===== src/rtl/tcc_pkg.sv =====
// Shared types and constants of the triangle counter.
package tcc_pkg;

    localparam int DEF_MAX_NODES = 1024;
    localparam int DEF_MAX_EDGES = 8192;
    localparam int DEF_CODE_BITS = 64;

    localparam int VID_W        = 10;
    localparam int CODE_W       = 64;
    localparam int COUNT_W      = 40;
    localparam int NODE_COUNT_W = 11;

    localparam logic [COUNT_W-1:0] COUNT_MAX = {COUNT_W{1'b1}};

    typedef enum logic [1:0] {
        CMD_CLEAR  = 2'd0,
        CMD_APPEND = 2'd1,
        CMD_CODE   = 2'd2,
        CMD_COUNT  = 2'd3
    } cmd_t;

    typedef struct packed {
        cmd_t              cmd;
        logic [VID_W-1:0]  vertex_id;
        logic [VID_W-1:0]  neighbor_id;
        logic [CODE_W-1:0] code_word;
    } req_t;

    typedef struct packed {
        logic [COUNT_W-1:0] triangle_count;
        logic               load_overflow;
    } res_t;

    typedef enum logic [4:0] {
        ST_CLR, ST_IDLE, ST_BUILD, ST_BUILD_ACC,
        ST_A_START, ST_A_CHK, ST_A_EDGE,
        ST_M_RDN, ST_M_RDC, ST_M_AND,
        ST_E_RDN, ST_E_RDB, ST_E_CHK, ST_E_EDGE, ST_E_NEXT,
        ST_W_RDN, ST_W_RDC, ST_W_CHK, ST_W_NEXT,
        ST_S_STEP, ST_S_CMP, ST_S_HIT,
        ST_A_NEXT, ST_FINISH
    } state_t;

    typedef enum logic [4:0] {
        OP_NONE, OP_CLEAR, OP_APPEND, OP_CODE, OP_COUNT_INIT, OP_CLR_STEP,
        OP_BUILD_WR, OP_BUILD_ACC,
        OP_A_RD, OP_A_LOAD, OP_A_EDGE,
        OP_M_RDN, OP_M_RDC, OP_M_AND,
        OP_E_RDN, OP_E_RDB, OP_E_LOAD, OP_E_EDGE, OP_E_NEXT,
        OP_W_RDN, OP_W_RDC, OP_W_CHK, OP_W_NEXT,
        OP_S_RD, OP_S_CMP, OP_S_FRD, OP_S_HIT,
        OP_A_NEXT, OP_DONE
    } op_t;

    typedef struct packed {
        logic clr_last;
        logic k_last;
        logic a_done;
        logic a_empty;
        logic p_end;
        logic mask_zero;
        logic b_empty;
        logic no_overlap;
        logic q_end;
        logic share;
        logic len_zero;
        logic first_lt_hi;
    } st_t;

endpackage


===== src/rtl/tcc_ctrl.sv =====
// Sequencer of the triangle counter: issues one datapath operation per cycle.
module tcc_ctrl (
    input  logic          clk,
    input  logic          rst_n,
    input  logic          start,
    input  tcc_pkg::cmd_t cmd,
    input  tcc_pkg::st_t  st,
    output logic          busy,
    output tcc_pkg::op_t  op
);
    import tcc_pkg::*;

    state_t state_reg;
    state_t state_next;

    always_ff @(posedge clk or negedge rst_n)
    begin
        if (!rst_n)
        begin
            state_reg <= ST_CLR;
        end
        else
        begin
            state_reg <= state_next;
        end
    end

    always_comb
    begin
        state_next = state_reg;
        op         = OP_NONE;
        unique case (state_reg)
            ST_IDLE:
            begin
                if (start)
                begin
                    unique case (cmd)
                        CMD_CLEAR:
                        begin
                            op         = OP_CLEAR;
                            state_next = ST_CLR;
                        end
                        CMD_APPEND: op = OP_APPEND;
                        CMD_CODE:   op = OP_CODE;
                        CMD_COUNT:
                        begin
                            op         = OP_COUNT_INIT;
                            state_next = ST_BUILD;
                        end
                        default: op = OP_NONE;
                    endcase
                end
            end
            ST_CLR:
            begin
                op = OP_CLR_STEP;
                if (st.clr_last)
                    state_next = ST_IDLE;
            end
            ST_BUILD:
            begin
                op         = OP_BUILD_WR;
                state_next = st.k_last ? ST_A_START : ST_BUILD_ACC;
            end
            ST_BUILD_ACC:
            begin
                op         = OP_BUILD_ACC;
                state_next = ST_BUILD;
            end
            ST_A_START:
            begin
                if (st.a_done)
                    state_next = ST_FINISH;
                else
                begin
                    op         = OP_A_RD;
                    state_next = ST_A_CHK;
                end
            end
            ST_A_CHK:
            begin
                op         = OP_A_LOAD;
                state_next = st.a_empty ? ST_A_NEXT : ST_A_EDGE;
            end
            ST_A_EDGE:
            begin
                op         = OP_A_EDGE;
                state_next = ST_M_RDN;
            end
            ST_M_RDN:
            begin
                // mask stayed nonzero over the whole list: drop the vertex
                if (st.p_end)
                    state_next = ST_A_NEXT;
                else
                begin
                    op         = OP_M_RDN;
                    state_next = ST_M_RDC;
                end
            end
            ST_M_RDC:
            begin
                op         = OP_M_RDC;
                state_next = ST_M_AND;
            end
            ST_M_AND:
            begin
                op         = OP_M_AND;
                state_next = st.mask_zero ? ST_E_RDN : ST_M_RDN;
            end
            ST_E_RDN:
            begin
                if (st.p_end)
                    state_next = ST_A_NEXT;
                else
                begin
                    op         = OP_E_RDN;
                    state_next = ST_E_RDB;
                end
            end
            ST_E_RDB:
            begin
                op         = OP_E_RDB;
                state_next = ST_E_CHK;
            end
            ST_E_CHK:
            begin
                op         = OP_E_LOAD;
                state_next = st.b_empty ? ST_E_NEXT : ST_E_EDGE;
            end
            ST_E_EDGE:
            begin
                op         = OP_E_EDGE;
                state_next = st.no_overlap ? ST_E_NEXT : ST_W_RDN;
            end
            ST_E_NEXT:
            begin
                op         = OP_E_NEXT;
                state_next = ST_E_RDN;
            end
            ST_W_RDN:
            begin
                if (st.q_end)
                    state_next = ST_E_NEXT;
                else
                begin
                    op         = OP_W_RDN;
                    state_next = ST_W_RDC;
                end
            end
            ST_W_RDC:
            begin
                op         = OP_W_RDC;
                state_next = ST_W_CHK;
            end
            ST_W_CHK:
            begin
                op         = OP_W_CHK;
                state_next = st.share ? ST_W_NEXT : ST_S_STEP;
            end
            ST_W_NEXT:
            begin
                op         = OP_W_NEXT;
                state_next = ST_W_RDN;
            end
            ST_S_STEP:
            begin
                if (!st.len_zero)
                begin
                    op         = OP_S_RD;
                    state_next = ST_S_CMP;
                end
                else if (st.first_lt_hi)
                begin
                    op         = OP_S_FRD;
                    state_next = ST_S_HIT;
                end
                else
                    state_next = ST_W_NEXT;
            end
            ST_S_CMP:
            begin
                op         = OP_S_CMP;
                state_next = ST_S_STEP;
            end
            ST_S_HIT:
            begin
                op         = OP_S_HIT;
                state_next = ST_W_NEXT;
            end
            ST_A_NEXT:
            begin
                op         = OP_A_NEXT;
                state_next = ST_A_START;
            end
            ST_FINISH:
            begin
                op         = OP_DONE;
                state_next = ST_IDLE;
            end
            default: state_next = ST_IDLE;
        endcase
    end

    assign busy = (state_reg != ST_IDLE);

endmodule


===== config.mk =====
export PLATFORM = sky130hd
export DESIGN_NAME = tcc_ctrl
export DESIGN_NICKNAME = d
export VERILOG_FILES = /design/src/rtl/tcc_pkg.sv /design/src/rtl/tcc_ctrl.sv
export SDC_FILE = /design/constraint.sdc
export NUM_CORES = 1
export LEC_CHECK = 0
export ABC_CLOCK_PERIOD_IN_PS = 2300
export BUFFER_PORTS_ARGS = -buffer_cell sky130_fd_sc_hd__clkbuf_2
export CORE_MARGIN = 3
export CORE_UTILIZATION = 25
export CTS_CLUSTER_SIZE = 16
export DETAILED_ROUTE_END_ITERATION = 16
export GPL_TIMING_DRIVEN = 0
export PLACE_DENSITY = 0.53
export SYNTH_ARGS = -nofsm -noshare
export SYNTH_HDL_FRONTEND = slang
export SYNTH_SLANG_ARGS = --single-unit

===== constraint.sdc =====
create_clock -name clk -period 2.3 [get_ports clk]
set_input_delay 0.46 -clock clk [delete_from_list [all_inputs] [get_ports clk]]
set_output_delay 0.46 -clock clk [all_outputs]
set_load 0.05 [all_outputs]

After elaboration in Yosys (flattened, before gate mapping)
Cells that the tools add are included.
{"block": "totals", "reg_bits": 5, "input_bits": 17, "word_cells": 59}
{"block": "classes", "mux": 25, "reduce_logical": 3, "eq_ne": 30}
{"cell": "$pmux W5 S24", "count": 1}
{"cell": "$pmux W5 S23", "count": 1}
{"cell": "$mux W5", "count": 11}
{"cell": "$eq A5 B4 Y1 const B", "count": 8}
{"cell": "$eq A5 B5 Y1 const B", "count": 8}
{"cell": "$eq A5 B3 Y1 const B", "count": 4}
{"cell": "$pmux W5 S4", "count": 1}
{"cell": "$mux W4", "count": 4}
{"cell": "$eq A5 B2 Y1 const B", "count": 2}
{"cell": "$pmux W5 S2", "count": 1}
{"cell": "$mux W3", "count": 3}
{"cell": "$eq A5 B1 Y1 const B", "count": 1}
{"cell": "$logic_not A5 Y1", "count": 1}
{"cell": "$ne A5 B1 Y1 const B", "count": 1}
{"cell": "$eq A2 B2 Y1 const B", "count": 2}
{"cell": "$ne A2 B2 Y1 const B", "count": 2}
{"cell": "$ne A3 B1 Y1 const B", "count": 1}
{"cell": "$reduce_and A3 Y1", "count": 1}
{"cell": "$eq A2 B1 Y1 const B", "count": 1}
{"cell": "$logic_not A2 Y1", "count": 1}
{"cell": "$mux W1", "count": 2}
{"cell": "$mux W2", "count": 1}

Longest topological paths before layout
{"block": "logic_depth", "depth_word": 4, "depth_mapped": 7, "mapped_depth_nobuf": 5}

Worst setup path after synthesis
OpenSTA, ideal clock, no wires.
{"block": "synth_path", "kind": "flip-flop to output port", "start": "reg state_reg[3]", "end": "out op[0]", "arrival_ns": 1.887, "setup_slack_ns": -0.047, "path_buffers": 1, "path_stages_with_launch": 6, "cell_sequence": "dfrtp_1 buf_2 nor3_1 and2_1 nand2_1 o2111ai_1"}
{"block": "synth_via", "elab_chain_len": 2, "word_cells_on_any_way": 25, "classes_between": "eq/ne: 23; mux: 1; reduce/logical: 1"}
{"item": "start: declaration", "line": "tcc_ctrl.sv:13", "rtl": "state_t state_reg;"}
{"item": "start signal: assignment", "line": "tcc_ctrl.sv:24", "rtl": "state_reg <= state_next;"}
{"item": "$eq A5 B5 Y1 (tied with other cells)", "line": "tcc_ctrl.sv:32", "rtl": "unique case (state_reg)"}
{"item": "$pmux W5 S24 *", "line": "tcc_ctrl.sv:32"}
{"item": "end: declaration", "line": "tcc_ctrl.sv:9", "rtl": "output tcc_pkg::op_t op"}
Every way passes the cells marked *; elsewhere a longest branch is shown, timed or not.

Final worst setup path
{"block": "layout_path", "start": "reg state_reg[3]", "end": "out op[3]"}
Same word-level chain as after synthesis.

==> results.yml <==
grt:
  grt_antenna_before_repair: 0
  grt_pass1_vias: 1167
  grt_start_max_net_pins: 11
  grt_pass1_wl_mm: 5.71
  grt.total_usage_pct: 16.1
  grt_overflow: 0
placed_design:
  numPortBuffers: 22
  place_hpwl_mm: 2.64
  dp_slack_ns: 0.0590
  routabilityCongestion: 0.913
run_status:
  outcome: "complete, no violations"
power_and_ir_drop:
  pwr-share-comb_pct: 85.4
  leakage_nw: 0.605
  powerDensity_mw_per_mm2: 1600
  switching_share_pct: 53.7
  peakVddDrop_v: 0.000515
  seqPwrFrac_pct: 7.5
  power_frac_clock_pct: 7.1
  p_int_mw: 1.05
  switching_power_mw: 1.21
  finalPower_mw: 2.26
clock_network:
  cts_tree: "yes"
  insertion_delay_ns: 0.22
  cts_made_buffers: 3
  root_buffer: "clkbuf_8"
  hold_buffers: 0
  cts_sinks: 5
  clk_path_buf_depth: 2
  cts_max_level: 1
  cts.clk_slew.worst_paths_ns: 0.04
yosys:
  syn_nets: 168
  synth-edff-count: 0
  async_flop_share_pct: 100
  synth_cell_types: 41
  synth_flop_cell: "dfrtp_1"
  syn_inst: 149
  synthTopCellsByArea: "dfrtp_1, o21ai_0, nand2_1"
  synth_top_area_cell: "dfrtp_1"
  yosysWarnings: 0
  syn_area_um2: 966
  synth-seq-cells: 5
  synth.top_cells.by_count: "nand2_1, o21ai_0, nor2_1, a21oi_1"
  ys_seq_area_share_pct: 13.0
  synth_most_common_cell: "nand2_1"
  synth.top_cell.area_share_pct: 13.0
  synth.avg_cell_area_um2: 6.48
worst_setup_path:
  cp_data_required_time_ns: 1.84
  cp_top_family: "compound AO/OA/AOI/OAI gates"
  path_class: "reg2out"
  worst-path-max-fanout: 10
  critPathLaunchType: "flip-flop"
  worstPathArrival_ns: 1.79
  worst-path-buf-inv: 2
  path_cells: "buf_4, nand2b_1, a2111oi_2, a31oi_1, o211ai_1, clkbuf_8"
  max_stage_delay_ns: 0.40
  endpoint_kind: "output pin"
  slowest_stage: "a2111oi_2"
die:
  dieArea_mm2: 0.00465
  row_count: 21
  die_w_um: 68.2
  start_util_pct: 27.4
  coreArea_mm2: 0.00352
  io_pins: 23
  fp.dieH_um: 68.2
timing:
  hold_violations: 0
  max_freq_mhz: 445
  fin_crit_sh_pct: 97.8
  fin_ws_ns: 0.0509
  tightestPinTransition_ns: 0.443
  setup_violations: 0
  final.min_clock_period_ns: 2.25
  fin_skew_ns: 0.00323
  slew_headroom_pct: 69.7
  finalMaxSlewViolations: 0
detailed_routing:
  viasPerCell: 5.81
  dr.pass1.iters: 4
  ant_nets: 0
  wl_per_cell_um: 16.2
  wl_mm: 3.79
  post-route-drc-count: 0
  vias: 1360
  drt_iter0_markers: 137
finish:
  finalNetCount: 208
  diodes: 0
  syn2layout_area_growth_pct: 46.0
  largest_register_ffs: 5
  drive_gt1_share_pct: 34.0
run:
  maxCapViolations: 0
worst_hold_path:
  hold_class: "in2async"
==> power by group through the flow <==
stage                     Combinational, mW  Sequential (mW)  Clock [mW]
after global placement                 1.51            0.162           0
after floorplan                        1.16            0.151           0
after CTS                              1.63            0.165       0.163
after global routing                   2.06            0.175       0.174
after detailed placement               1.49            0.162           0
final                                  1.93            0.171       0.160
==> timing repair <==
action | 4_1_cts | 5_1_grt
setup buffers | 1 | 12
cloned | 0 | 0
endpoints found under the hold margin | 0 | 0
pin swaps | 2 | 4
setup endpoints to repair | 4 | 5
resized for setup | 17 | 27
==> metal layers <==
layer | part of all wire [%] | vias up | global-route usage (%) | wire (µm)
met5 | 0 | - | 0 | 0
met4 | 0.85 | 0 | 4.71 | 32
met3 | 12 | 4 | 4.60 | 443
met2 | 47 | 91 | 23.7 | 1770
met1 | 41 | 637 | 22.6 | 1540
li1 | - | 628 | - | -
==> logic make-up (layout without fill, tap and decap cells) <==
| logic type | count (synthesis) | count (layout) | synth area share [%] |
|---|---|---|---|
| compound gates | 55 | 55 | 38.1 |
| fa+ha+maj | 2 | 2 | 2.59 |
| xor+xnor | 1 | 1 | 0.907 |
| simple gates | 66 | 66 | 34.8 |
| buf+inv | 20 | 59 | 10.6 |
| flops | 5 | 5 | 13.0 |
==> final cells by class <==
type	count	area (µm²)
buffer	12	111
clock buffer	4	45.0
fill	369	2110
inverter	8	41.3
multi-input combinational	124	774
sequential	5	129
tap	46	57.6
timing repair buffer	35	251
==> cell usage in the layout, fill, tap and decap left out, drive strengths merged, types with 2 or more instances in the layout <==
cell type,synthesis,routed
nor2b,6,6
dfrtp,5,5
a21oi,10,10
clkbuf,2,25
nand2b,5,5
nor2,12,12
nand3,7,7
ha,2,2
and2,5,5
o21ai,14,14
a32oi,3,3
a32o,2,2
clkinvlp,0,3
o211ai,4,4
buf,10,26
a22oi,2,2
a2111oi,3,3
nor3,6,6
inv,6,5
nand2,18,18
a31oi,4,4
o22ai,3,3
and3,2,2
a21o,2,2
==> per-stage QoR <==
stage,cells,hold WS (ns),TNS [ns],utilization [%],instance area (µm²)
floorplan,149,0.164,0,-,972
CTS,222,0.0475,0,35.4,1250
global placement,217,0.280,0,32.4,1140
global route,234,0.0470,-0.0736,40.0,1410
finish,234,0.0481,0,40.0,1410
detailed placement,217,0.280,0,32.4,1140
==> worst paths after layout <==
kind	start	to	slack [ns]	cells past startpoint
worst max-delay path	state_reg[3]	op[3]	0.05	6
worst min-delay path	rst_n	state_reg[3]	0.05	1
worst max register to register	state_reg[0]	state_reg[1]	0.40	7
worst min register to register	state_reg[0]	state_reg[1]	0.95	5
max in group asynchronous	rst_n	state_reg[1]	2.10	1
min in group clk	st[11]	state_reg[0]	0.54	3
(Power assumes the default switching activity.)
